**src/hdl/assert_macros.svh**
```systemverilog
// Assertion macros used by the top level of the chunked body decoder.
`ifndef ASSERT_MACROS_SVH
`define ASSERT_MACROS_SVH

// Condition must hold at every clock edge out of reset.
`define HCBD_ASSERT_ALWAYS(lbl, clk, rst_n, cond) \
    lbl: assert property (@(posedge clk) disable iff (!rst_n) (cond)) \
        else $error("hcbd assertion failed");

// Antecedent at one edge implies consequent at the next edge.
`define HCBD_ASSERT_NEXT(lbl, clk, rst_n, ante, cons) \
    lbl: assert property (@(posedge clk) disable iff (!rst_n) (ante) |=> (cons)) \
        else $error("hcbd assertion failed");

`endif

```
**src/hdl/hcbd_pkg.sv**
```systemverilog
// Types and phase codes of the chunked body decoder.
`default_nettype none

package hcbd_pkg;

    // Parser phase codes
    typedef logic [2:0] t_phase;
    localparam t_phase PH_WS        = 3'd0;
    localparam t_phase PH_DIGITS    = 3'd1;
    localparam t_phase PH_SKIP_SIZE = 3'd2;
    localparam t_phase PH_DATA      = 3'd3;
    localparam t_phase PH_SKIP_DATA = 3'd4;
    localparam t_phase PH_FINISHED  = 3'd5;
    localparam t_phase PH_FAILED    = 3'd6;

    localparam int TOTAL_BITS = 32;

    // Control state of the parser (size register travels separately)
    typedef struct packed {
        t_phase                  phase;
        logic                    digit_seen;
        logic [1:0]              skip_left;
        logic                    done;
        logic                    error;
        logic [TOTAL_BITS-1:0]   total;
    } t_ctl;

    // One result word
    typedef struct packed {
        logic [7:0]              out_byte;
        logic                    out_valid;
        logic                    out_done;
        logic                    out_error;
        logic [TOTAL_BITS-1:0]   out_total;
    } t_result;

endpackage

`default_nettype wire

```
**src/hdl/hcbd_if.sv**
```systemverilog
// Valid/ready channel interfaces for the body byte input and the result output.
`default_nettype none

interface hcbd_in_if;
    logic       valid;
    logic       ready;
    logic [7:0] in_byte;
    logic       in_last;

    modport source (output valid, output in_byte, output in_last, input ready);
    modport sink   (input valid, input in_byte, input in_last, output ready);
endinterface

interface hcbd_out_if;
    logic        valid;
    logic        ready;
    logic [7:0]  out_byte;
    logic        out_valid;
    logic        out_done;
    logic        out_error;
    logic [31:0] out_total;

    modport source (output valid, output out_byte, output out_valid, output out_done,
                    output out_error, output out_total, input ready);
    modport sink   (input valid, input out_byte, input out_valid, input out_done,
                    input out_error, input out_total, output ready);
endinterface

`default_nettype wire

```
**src/hdl/http_chunked_body_decoder.sv**
```systemverilog
// Top level of the HTTP chunked body decoder: input register, parser state, result register.
//
// Usage: body bytes enter on i_in (in_byte, in_last), one word per byte; in_last
// marks the last byte of a body. For every input word exactly one result word
// leaves on o_out: out_valid/out_byte carry a payload byte when the input byte
// was chunk data, out_done rises once the zero-size chunk is parsed, out_error
// is a sticky flag for bad size digits, size overflow or a truncated body, and
// out_total counts payload bytes of the current body (saturating).
// Path: a word taken on i_in passes the input register, then the parser update
// into the result register, before it is offered on o_out.
// Throughput: one word per cycle unless stalled; the parser state updates once per word.
// Stall: when the receiver holds ready low, the result register holds its word,
// the input register fills, and then i_in.ready drops; nothing is lost.
// Reset (synchronous, active low) empties both registers and returns the parser
// to whitespace skipping before the first size; after a word with in_last the
// parser state returns to that same start state.
`default_nettype none
`include "assert_macros.svh"

module http_chunked_body_decoder #(
    parameter int SIZE_BITS = 32
) (
    input  logic              i_clk,
    input  logic              i_rst_n,
    hcbd_in_if.sink           i_in,
    hcbd_out_if.source        o_out
);
    import hcbd_pkg::*;

    logic                 r_in_valid;
    logic [7:0]           r_in_byte;
    logic                 r_in_last;
    t_ctl                 r_ctl;
    t_ctl                 n_ctl;
    logic [SIZE_BITS-1:0] r_chunk;
    logic [SIZE_BITS-1:0] n_chunk;
    logic                 r_out_valid;
    t_result              r_out;
    t_result              n_out;
    logic                 adv;

    // Word moves from input register to result register
    assign adv        = r_in_valid && (!r_out_valid || o_out.ready);
    assign i_in.ready = i_rst_n && (!r_in_valid || adv);

    // Input register
    always_ff @(posedge i_clk) begin
        if (!i_rst_n) begin
            r_in_valid <= 1'b0;
        end else if (i_in.ready) begin
            r_in_valid <= i_in.valid;
        end
        if (i_in.ready && i_in.valid) begin
            r_in_byte <= i_in.in_byte;
            r_in_last <= i_in.in_last;
        end
    end

    hcbd_step #(
        .SIZE_BITS (SIZE_BITS)
    ) u_step (
        .i_ctl   (r_ctl),
        .i_chunk (r_chunk),
        .i_byte  (r_in_byte),
        .i_last  (r_in_last),
        .o_ctl   (n_ctl),
        .o_chunk (n_chunk),
        .o_res   (n_out)
    );

    // Parser state
    always_ff @(posedge i_clk) begin
        if (!i_rst_n) begin
            r_ctl   <= '{phase: PH_WS, digit_seen: 1'b0, skip_left: 2'd0,
                         done: 1'b0, error: 1'b0, total: '0};
            r_chunk <= '0;
        end else if (adv) begin
            r_ctl   <= n_ctl;
            r_chunk <= n_chunk;
        end
    end

    // Result register
    always_ff @(posedge i_clk) begin
        if (!i_rst_n) begin
            r_out_valid <= 1'b0;
        end else if (adv) begin
            r_out_valid <= 1'b1;
        end else if (o_out.ready) begin
            r_out_valid <= 1'b0;
        end
        if (adv) begin
            r_out <= n_out;
        end
    end

    assign o_out.valid     = r_out_valid;
    assign o_out.out_byte  = r_out.out_byte;
    assign o_out.out_valid = r_out.out_valid;
    assign o_out.out_done  = r_out.out_done;
    assign o_out.out_error = r_out.out_error;
    assign o_out.out_total = r_out.out_total;

    // Checks
    `HCBD_ASSERT_ALWAYS(a_err_phase, i_clk, i_rst_n, r_ctl.error == (r_ctl.phase == PH_FAILED))
    `HCBD_ASSERT_ALWAYS(a_done_phase, i_clk, i_rst_n, r_ctl.done == (r_ctl.phase == PH_FINISHED))
    `HCBD_ASSERT_ALWAYS(a_data_left, i_clk, i_rst_n, (r_ctl.phase != PH_DATA) || (r_chunk != '0))
    `HCBD_ASSERT_NEXT(a_last_clears, i_clk, i_rst_n, adv && r_in_last, (r_ctl.phase == PH_WS) && (r_ctl.total == '0) && (r_chunk == '0))

endmodule

`default_nettype wire

```
**src/hdl/hcbd_step.sv**
```systemverilog
// Next-state and result logic of the chunked body parser for one byte.
`default_nettype none

module hcbd_step #(
    parameter int SIZE_BITS = 32
) (
    input  hcbd_pkg::t_ctl          i_ctl,
    input  logic [SIZE_BITS-1:0]    i_chunk,
    input  logic [7:0]              i_byte,
    input  logic                    i_last,
    output hcbd_pkg::t_ctl          o_ctl,
    output logic [SIZE_BITS-1:0]    o_chunk,
    output hcbd_pkg::t_result       o_res
);
    import hcbd_pkg::*;

    logic                 is_hex;
    logic [3:0]           hex_val;
    logic                 is_ws;
    logic                 size_full;
    t_ctl                 nc;
    logic [SIZE_BITS-1:0] nk;
    logic [1:0]           sl_dec;
    logic [SIZE_BITS-1:0] chunk_dec;

    // Hex digit decode
    always_comb begin
        is_hex  = 1'b1;
        hex_val = 4'd0;
        if (i_byte >= "0" && i_byte <= "9") begin
            hex_val = 4'(i_byte - 8'h30);
        end else if (i_byte >= "a" && i_byte <= "f") begin
            hex_val = 4'(i_byte - 8'h57);
        end else if (i_byte >= "A" && i_byte <= "F") begin
            hex_val = 4'(i_byte - 8'h37);
        end else begin
            is_hex = 1'b0;
        end
    end

    // Space, tab, LF, VT, FF, CR
    assign is_ws = (i_byte == 8'h20) || (i_byte >= 8'h09 && i_byte <= 8'h0d);

    // Another digit would overflow once the top nibble is in use
    assign size_full = |i_chunk[SIZE_BITS-1 -: 4];

    assign sl_dec    = i_ctl.skip_left - {1'b0, |i_ctl.skip_left};
    assign chunk_dec = i_chunk - {{(SIZE_BITS-1){1'b0}}, |i_chunk};

    always_comb begin
        nc    = i_ctl;
        nk    = i_chunk;
        o_res = '0;

        // Per-phase update
        unique case (i_ctl.phase)
            PH_WS, PH_DIGITS: begin
                if (is_hex) begin
                    if (size_full) begin
                        nc.error = 1'b1;
                        nc.phase = PH_FAILED;
                    end else begin
                        nk            = {i_chunk[SIZE_BITS-5:0], hex_val};
                        nc.digit_seen = 1'b1;
                        nc.phase      = PH_DIGITS;
                    end
                end else if (i_ctl.phase == PH_WS) begin
                    if (!is_ws) begin
                        nc.error = 1'b1;
                        nc.phase = PH_FAILED;
                    end
                end else if (i_chunk == '0) begin
                    nc.done  = 1'b1;
                    nc.phase = PH_FINISHED;
                end else begin
                    nc.skip_left = 2'd1;
                    nc.phase     = PH_SKIP_SIZE;
                end
            end
            PH_SKIP_SIZE: begin
                nc.skip_left = sl_dec;
                if (sl_dec == 2'd0) begin
                    nc.phase = PH_DATA;
                end
            end
            PH_DATA: begin
                o_res.out_byte  = i_byte;
                o_res.out_valid = 1'b1;
                if (~&i_ctl.total) begin
                    nc.total = i_ctl.total + 1'b1;
                end
                nk = chunk_dec;
                if (chunk_dec == '0) begin
                    nc.skip_left = 2'd2;
                    nc.phase     = PH_SKIP_DATA;
                end
            end
            PH_SKIP_DATA: begin
                nc.skip_left = sl_dec;
                if (sl_dec == 2'd0) begin
                    nc.digit_seen = 1'b0;
                    nk            = '0;
                    nc.phase      = PH_WS;
                end
            end
            default: begin
            end
        endcase

        // End of body: a zero size running to the end completes, else truncated
        if (i_last && !nc.done && !nc.error) begin
            if (nc.phase == PH_DIGITS && nc.digit_seen && nk == '0) begin
                nc.done  = 1'b1;
                nc.phase = PH_FINISHED;
            end else begin
                nc.error = 1'b1;
                nc.phase = PH_FAILED;
            end
        end

        o_res.out_done  = nc.done;
        o_res.out_error = nc.error;
        o_res.out_total = nc.total;

        // Start over for the next body
        if (i_last) begin
            nc       = '0;
            nc.phase = PH_WS;
            nk       = '0;
        end
    end

    assign o_ctl   = nc;
    assign o_chunk = nk;

endmodule

`default_nettype wire
```
**src/flat_wrapper.sv**
```systemverilog
// flat-port wrapper written by rule: the top's interface ports become plain ports
module http_chunked_body_decoder_flat import hcbd_pkg::*;
#(
    parameter int SIZE_BITS = 32
)
  (i_clk, i_rst_n, i_in_valid, i_in_in_byte, i_in_in_last, i_in_ready, o_out_valid, o_out_out_byte, o_out_out_valid, o_out_out_done, o_out_out_error, o_out_out_total, o_out_ready);
  hcbd_in_if i_in_i ();
  hcbd_out_if o_out_i ();
  input  logic i_clk;
  input  logic i_rst_n;
  input wire logic [$bits(i_in_i.valid)-1:0] i_in_valid;
  input wire logic [$bits(i_in_i.in_byte)-1:0] i_in_in_byte;
  input wire logic [$bits(i_in_i.in_last)-1:0] i_in_in_last;
  output wire logic [$bits(i_in_i.ready)-1:0] i_in_ready;
  output wire logic [$bits(o_out_i.valid)-1:0] o_out_valid;
  output wire logic [$bits(o_out_i.out_byte)-1:0] o_out_out_byte;
  output wire logic [$bits(o_out_i.out_valid)-1:0] o_out_out_valid;
  output wire logic [$bits(o_out_i.out_done)-1:0] o_out_out_done;
  output wire logic [$bits(o_out_i.out_error)-1:0] o_out_out_error;
  output wire logic [$bits(o_out_i.out_total)-1:0] o_out_out_total;
  input wire logic [$bits(o_out_i.ready)-1:0] o_out_ready;
  assign i_in_i.valid = i_in_valid;
  assign i_in_i.in_byte = i_in_in_byte;
  assign i_in_i.in_last = i_in_in_last;
  assign i_in_ready = i_in_i.ready;
  assign o_out_valid = o_out_i.valid;
  assign o_out_out_byte = o_out_i.out_byte;
  assign o_out_out_valid = o_out_i.out_valid;
  assign o_out_out_done = o_out_i.out_done;
  assign o_out_out_error = o_out_i.out_error;
  assign o_out_out_total = o_out_i.out_total;
  assign o_out_i.ready = o_out_ready;
  http_chunked_body_decoder #(.SIZE_BITS(SIZE_BITS)) u_core (.i_clk(i_clk), .i_rst_n(i_rst_n), .i_in(i_in_i), .o_out(o_out_i));
endmodule
```
**config.mk**
```make
export PLATFORM = sky130hd
export DESIGN_NAME = http_chunked_body_decoder_flat
export DESIGN_NICKNAME = d
export VERILOG_FILES = /design/src/hdl/hcbd_pkg.sv /design/src/hdl/hcbd_if.sv /design/src/hdl/http_chunked_body_decoder.sv /design/src/hdl/hcbd_step.sv /design/src/flat_wrapper.sv
export VERILOG_INCLUDE_DIRS = /design/src /design/src/hdl
export SDC_FILE = /design/constraint.sdc
export NUM_CORES = 1
export LEC_CHECK = 0
export BUFFER_PORTS_ARGS = -buffer_cell sky130_fd_sc_hd__buf_2
export CAP_MARGIN = 20
export CORE_UTILIZATION = 50
export CTS_CLUSTER_DIAMETER = 100
export CTS_CLUSTER_SIZE = 25
export DETAILED_ROUTE_END_ITERATION = 12
export PLACE_DENSITY_LB_ADDON = 0.2
export SYNTH_ARGS = -nofsm -noshare
export SYNTH_HDL_FRONTEND = slang
export SYNTH_SLANG_ARGS = --single-unit
```
**constraint.sdc**
```tcl
create_clock -name i_clk -period 6.2 [get_ports i_clk]
set_input_delay 0 -clock i_clk [delete_from_list [all_inputs] [get_ports i_clk]]
set_output_delay 0 -clock i_clk [all_outputs]
set_load 0.005 [all_outputs]
```
==> results of run 1 <==
synthesized netlist by cell type, types with 4 or more instances:
cell type / number
nand2_1: 56
or3_1: 16
o211ai_1: 7
nand3_1: 24
and3_1: 12
nor4_2: 4
edfxtp_1: 52
xnor2_1: 27
dfxtp_1: 74
buf_2: 7
nor4_1: 14
ha_1: 7
nor2_1: 111
a21oi_1: 67
nor3_1: 26
nand4_1: 17
o21ai_0: 62
and4_1: 5
nor2b_1: 5
or4_1: 11
a22oi_1: 29
clkbuf_1: 63
mux2i_1: 4
inv_1: 14
xor2_1: 22
a221o_1: 4
o21ai_1: 4
and2_1: 8
or4_4: 4
nor3b_1: 4
o311ai_0: 7
nand2b_1: 9
a211oi_1: 4
o22ai_1: 4
a31oi_1: 17
o31ai_1: 5
what timing repair did:
| item | in CTS | in global routing |
|---|---|---|
| gates resized for setup | 0 | 0 |
| hold buffers | 13 | 0 |
| endpoints found under the hold margin | 19 | 0 |
report_power, final:
| group | internal, uW | total [uW] | leakage [uW] | switching [uW] |
|---|---|---|---|---|
| Combinational | 51.1 | 152 | 0.00178 | 100 |
| Sequential | 881 | 893 | 0.00107 | 11.6 |
| Clock | 734 | 1100 | 0.000312 | 367 |
| Total | 1670 | 2150 | 0.00316 | 479 |
cell type report:
type	instances	area [um2]	area share (%)
flip-flops and latches	126	3040	35.7
repair buffers	83	513	6.02
clock buffers	22	464	5.45
inverters	16	60.1	0.705
multi-input cells	660	4020	47.2
clock inverters	10	184	2.16
well taps	184	230	2.70
worst max-delay path by stage:
stage | endpoint | cells after the start | from
2_1_floorplan | u_core.r_ctl[38]$_SDFFE_PN0P_ | 15 | u_core.r_chunk[28]$_SDFFE_PN0P_
3_3_place_gp | u_core.r_ctl[38]$_SDFFE_PN0P_ | 14 | u_core.r_chunk[28]$_SDFFE_PN0P_
3_5_place_dp | u_core.r_ctl[38]$_SDFFE_PN0P_ | 14 | u_core.r_chunk[8]$_SDFFE_PN0P_
4_1_cts | u_core.r_ctl[38]$_SDFFE_PN0P_ | 14 | u_core.r_chunk[28]$_SDFFE_PN0P_
5_1_grt | u_core.r_ctl[38]$_SDFFE_PN0P_ | 14 | u_core.r_chunk[8]$_SDFFE_PN0P_
6_report | u_core.r_ctl[38]$_SDFFE_PN0P_ | 14 | u_core.r_chunk[28]$_SDFFE_PN0P_
cells by family after synthesis:
family	count (synthesis)	synth area share, %
multiplexers	6	0.841
XOR/XNOR	49	5.77
AO/OA/AOI/OAI	250	21.3
flip-flops	126	40.9
buffers and inverters	90	5.01
adder cells (fa/ha/maj)	7	1.18
AND/OR/NAND/NOR	348	24.9
flip-flops by register name, indices dropped and copies added (netlist names):
name / count
u_core.r_in_valid: 1
u_core.r_ctl: 40
u_core.o_out.out_error: 1
u_core.o_out.out_valid: 1
u_core.r_in_last: 1
u_core.o_out.out_byte: 8
u_core.r_chunk: 32
u_core.o_out.out_total: 32
u_core.r_in_byte: 8
u_core.o_out.out_done: 1
u_core.o_out.valid: 1
per-layer routing:
layer / vias to the layer above / GRT usage [%]
li1: 3321 / -
met1: 3392 / 36.8
met2: 337 / 47.8
met3: 78 / 5.82
met4: 0 / 15.5
met5: - / 0
worst max-delay path, delay by kind of cell, from the launching register on:
kind,cells,cell delay [ns]
and+or+nand+nor,9,3.82
DFF,1,0.48
AOI/OAI and AO/OA,2,0.35
buffers and inverters,1,0.21
adders and majority gates,1,0.19
xor gates and xnor gates,1,0.14
through the flow:
step | hold WS, ns | total power (uW)
after floorplan | 0.0989 | 998
after global placement | 0.178 | 1050
after detailed placement | 0.178 | 1050
after CTS | 0.274 | 2160
after global routing | 0.288 | 2210
final | 0.288 | 2150
cells in the final DEF (no fill, tap or decap), types with 5 or more instances in the layout:
master,netlist,final
a21oi_1,67,67
a22oi_1,29,29
a31oi_1,17,17
and2_1,8,8
and3_1,12,12
and4_1,5,5
buf_2,7,57
buf_4,1,13
bufinv_16,0,5
clkbuf_16,0,17
dfxtp_1,74,74
dlygate4sd3_1,0,13
edfxtp_1,52,52
ha_1,7,7
inv_1,14,13
nand2_1,56,56
nand2b_1,9,9
nand3_1,24,24
nand4_1,17,17
nor2_1,111,110
nor2b_1,5,5
nor3_1,26,26
nor4_1,14,14
o211ai_1,7,7
o21ai_0,62,62
o311ai_0,7,7
o31ai_1,5,5
or3_1,16,16
or4_1,11,11
xnor2_1,27,27
xor2_1,22,22
==> metrics, run 1 <==
WL met1 ~9.1 mm; antenna cells 0; TritonRoute pass-1 iters 6; Hold Vio Cnt, Final 0; TritonCTS Buffers 17; worst slew pin tran 1.02 ns; HP Start i_in_in_byte[0]; Power Dens Cells approximately 250 nW/um2; worst path required time 6.50 ns; met3 wire len roughly 1.5 mm; post-CTS setup buffers 0; CP Data Arrival Time 5.62 ns; Cells after Synth 876; GRT Overall Usage 29.4%; Crit Path Class reg2reg; post-route ant nets 0; Top FF cell, synth dfxtp_1; vias post-DR between 7000 and 8000; Crit-path slowest cell or4b_4; RSZ-0062 raised after global routing false; R2R depth 14; Critical Path Max Stage Delay 0.59 ns; filler cell count 1259; Die Height 124 um; worst reg2reg startpoint u_core.r_chunk[28]$_SDFFE_PN0P_; Async S/R FF share, synth 0%; largest net degree at the start of global routing 66; post-placement cell area roughly 7700 um2; Startpoint Class register; Worst R2R Setup Slack about 0.88 ns; non-filler instance count after layout 1101; Yosys top cell by area edfxtp_1; initial core utilization slightly above 50%; Seq/Total Area, Yosys between 40% and 50%; worst hold path depth 2; Pleak 0.00316 uW; placed cells 1056; TNS Setup 0 ns; number of synthesized flops with an enable pin 52; Util after Layout 58.6%; initial antenna violation count 0; Post-DP HPWL 14.0 mm; min setup slack post-route 0.877 ns; clock slew at reported path FFs 0.06 ns; skew final 0.00615 ns; final slew viol count 0; Synthesized Nets 896; Hold Crit Class in2reg; r2r endpoint u_core.r_ctl[38]$_SDFFE_PN0P_; hold-critical path endpoint u_core.r_in_byte[0]$_DFFE_PP_; Synth Register Bits 126; vias per cell roughly 6.5; # setup viols final 0; clk root buf clkbuf_16; crit path cell chain nor3_1 -> nand2b_1 -> or4_4 -> ha_1 -> or4b_1 -> buf_4 -> or4b_4 -> or3_1 -> xnor2_1 -> or4_1 -> or4_1 -> or4_4 -> o41ai_1 -> a21oi_1; share of cells above drive strength 1 13.4%; Post-Syn Area per Cell between 8 and 9 um2; vias in the first global route 6759; H-tree levels 4; CTS Buffer Depth 2; max-cap viol count 0; DR DRC count 0; IO buf count 57; min cycle time layout 5.32 ns; global route overflow 0; Final nets 924; die width 124 um; number of cell rows 44; Peak VDD IR 0.197 mV; Slew headroom between 30 and 40%; status finished, final reports clean; Worst setup EP type register; Area Growth Syn to Fin 14.5%; Final Instance Area around 8500 um2; Starting DRT DRC Count 928; fmax ~0.19 GHz; core area 14500 um2; period utilization 85.9%; GPL Wtd Cong ~1; Clock Sinks around 130; Post-Syn Area 7440 um2; dpl ws 0.983 ns; Worst-Skew Late Latency 0.42 ns; met2 WL about 10 mm; # IOs 58; top sig layer met4; synth warn 0; Routed WL ~22 mm; area fraction of the dominant cell type after synthesis 21.0%; Yosys cell types 78; first-pass GRT wire length 34.4 mm; ranking of synthesized cells by area edfxtp_1 21%, dfxtp_1 20%, nor2_1 5.6%; CTS tree done; crit-path max FO 12; Die Area 15400 um2; WL/cell 19.6 um
No activity file was read; power rests on OpenSTA's default activity.
==> run 2: changes to the inputs <==
--- a/config.mk
+++ b/config.mk
@@ -12,7 +12,8 @@
 export CTS_CLUSTER_DIAMETER = 100
 export CTS_CLUSTER_SIZE = 25
 export DETAILED_ROUTE_END_ITERATION = 12
-export PLACE_DENSITY_LB_ADDON = 0.2
+export PLACE_DENSITY = 0.68
+export REMOVE_ABC_BUFFERS = 1
 export SYNTH_ARGS = -nofsm -noshare
 export SYNTH_HDL_FRONTEND = slang
 export SYNTH_SLANG_ARGS = --single-unit
==> metrics, run 2 (synthesized netlist as in run 1, its figures left out) <==
status finished, final reports clean; Final nets ~920; worst path required time roughly 6.5 ns; H-tree levels 4; Die Area 15400 um2; Peak VDD IR roughly 0.19 mV; Seq. cell area 3040 um2; antenna cells 0; # setup viols final 0; # IOs between 50 and 60; Seq pwr share 45.2%; max-cap viol count 0; net switching power just under 500 uW; CTS resizes 0; vias post-DR 7141; commonest non-fill, non-tap cells in the layout 109 x nor2_1, 74 x dfxtp_1, 67 x a21oi_1, 62 x o21ai_0, 57 x buf_2; first-pass GRT wire length 34.0 mm; Starting DRT DRC Count roughly 780; worst slew pin tran 1.00 ns; Final Instance Area 8400 um2; post-placement cell area 7730 um2; fmax 0.190 GHz; initial core utilization slightly above 50%; post-CTS setup buffers 0; Post-DP HPWL 14.1 mm; skew final 0.00663 ns; core area 14500 um2; Clock Sinks 126; share of cells above drive strength 1 13.4%; internal power 1490 uW; number of flip-flops in the largest register 40; commonest non-fill, non-tap cell in the layout nor2_1; Routed WL roughly 21 mm; Area Growth Syn to Fin 13.0%; period utilization 85.0%; power after layout 1970 uW; largest net degree at the start of global routing 66; post-route ant nets 0; Combinational Power Share 7.6%; Hold Crit Class in2reg; TritonRoute pass-1 iters 5; final slew viol count 0; die width about 120 um; DR DRC count 0; filler cell count between 1000 and 1500; Worst-Skew Late Latency 0.42 ns; TritonCTS Buffers 17; IO buf count 57; Pleak 0.00310 uW; CTS Buffer Depth 2; Sw Ratio between 20% and 30%; GPL Wtd Cong 0.975; crit-path max FO 8; clock slew at reported path FFs 0.06 ns; RSZ-0062 raised after global routing false; worst hold slack 0.285 ns; clk root buf clkbuf_16; initial antenna violation count 0; min cycle time layout 5.27 ns; min setup slack post-route ~0.93 ns; GRT Overall Usage just under 30%; Startpoint Class register; CTS tree done; global route overflow 0; area of the multi-input gates 4030 um2; Power Dens Cells ~230 nW/um2; WL/cell 19.5 um; Hold Vio Cnt, Final 0; Worst setup EP type register; vias per cell 6.50; TNS Setup 0 ns; Clk pwr share 47.1%; number of cell rows between 40 and 50; Biggest register u_core.r_ctl; Die Height 124 um; Crit Path Class reg2reg; dpl ws 1.07 ns; vias in the first global route between 6000 and 7000; Slew headroom about a third; CP Data Arrival Time 5.57 ns
[run 2: cell types whose count changed in the layout (fill, tap and decap cells not counted)]
cell / before / now
buf_4: 13 / 11
bufinv_16: 5 / 1
clkbuf_8: 2 / 1
clkinv_1: 2 / 1
clkinv_2: 1 / 5
clkinvlp_4: 1 / 3
nor2_1: 110 / 109
nor2_2: 1 / 2
[run 2: repair_timing]
action | in CTS | in global routing
endpoints found under the setup margin | 0 | 0
hold buffers | 13 | 0
hold endpoints to repair | 18 | 0
[run 2: path summary, 6_finish.rpt]
kind / start / end / slack, ns / cells past startpoint
worst max register to register: u_core.r_chunk[28]$_SDFFE_PN0P_ / u_core.r_ctl[38]$_SDFFE_PN0P_ / 0.93 / 13
worst min-delay path: i_in_in_byte[0] / u_core.r_in_byte[0]$_DFFE_PP_ / 0.29 / 2
worst max-delay path: u_core.r_chunk[28]$_SDFFE_PN0P_ / u_core.r_ctl[38]$_SDFFE_PN0P_ / 0.93 / 13
worst min register to register: u_core.r_ctl[36]$_SDFFE_PN0P_ / u_core.r_ctl[36]$_SDFFE_PN0P_ / 0.49 / 2
[run 2: cell type report]
| cell class | instances | area share [%] |
|---|---|---|
| Sequential cell | 126 | 36.2 |
| Clock buffer | 21 | 5.36 |
| Timing Repair Buffer | 81 | 5.93 |
| Tap cell | 184 | 2.74 |
| Inverter | 16 | 0.715 |
| Multi-Input combinational cell | 660 | 47.9 |
| Clock inverter | 11 | 1.13 |
[run 2: power groups by stage]
| stage | Combinational [uW] | Clock, uW | Sequential [uW] |
|---|---|---|---|
| after floorplan | 79.9 | 0 | 912 |
| after global placement | 140 | 0 | 909 |
| after detailed placement | 142 | 0 | 910 |
| after CTS | 149 | 938 | 892 |
| after global routing | 164 | 975 | 895 |
| final | 151 | 930 | 892 |
[run 2: per-layer routing]
metal	GRT usage, %	vias to the layer above	wire (um)
met4	16.1	0	821
met5	0	-	0
met2	46.6	359	9960
met3	4.76	72	1570
li1	-	3314	-
met1	37.0	3396	9070
[run 2: critical path: stages, from the launching register on]
cell and delay, ns:
dfxtp_1 0.50, nor3_1 0.16, nand2b_1 0.29, or4_4 0.26, ha_1 0.20, or4b_1 0.51
or4b_4 0.61, or3_1 0.44, xnor2_1 0.16, or4_1 0.55, or4_1 0.56, or4_4 0.55
o41ai_1 0.25, a21oi_1 0.11
[run 2: per-stage QoR]
stage	cells	utilization [%]
floorplan	802	-
global placement	1054	53.2
detailed placement	1054	53.2
CTS	1099	57.8
global route	1099	57.8
finish	1099	57.8
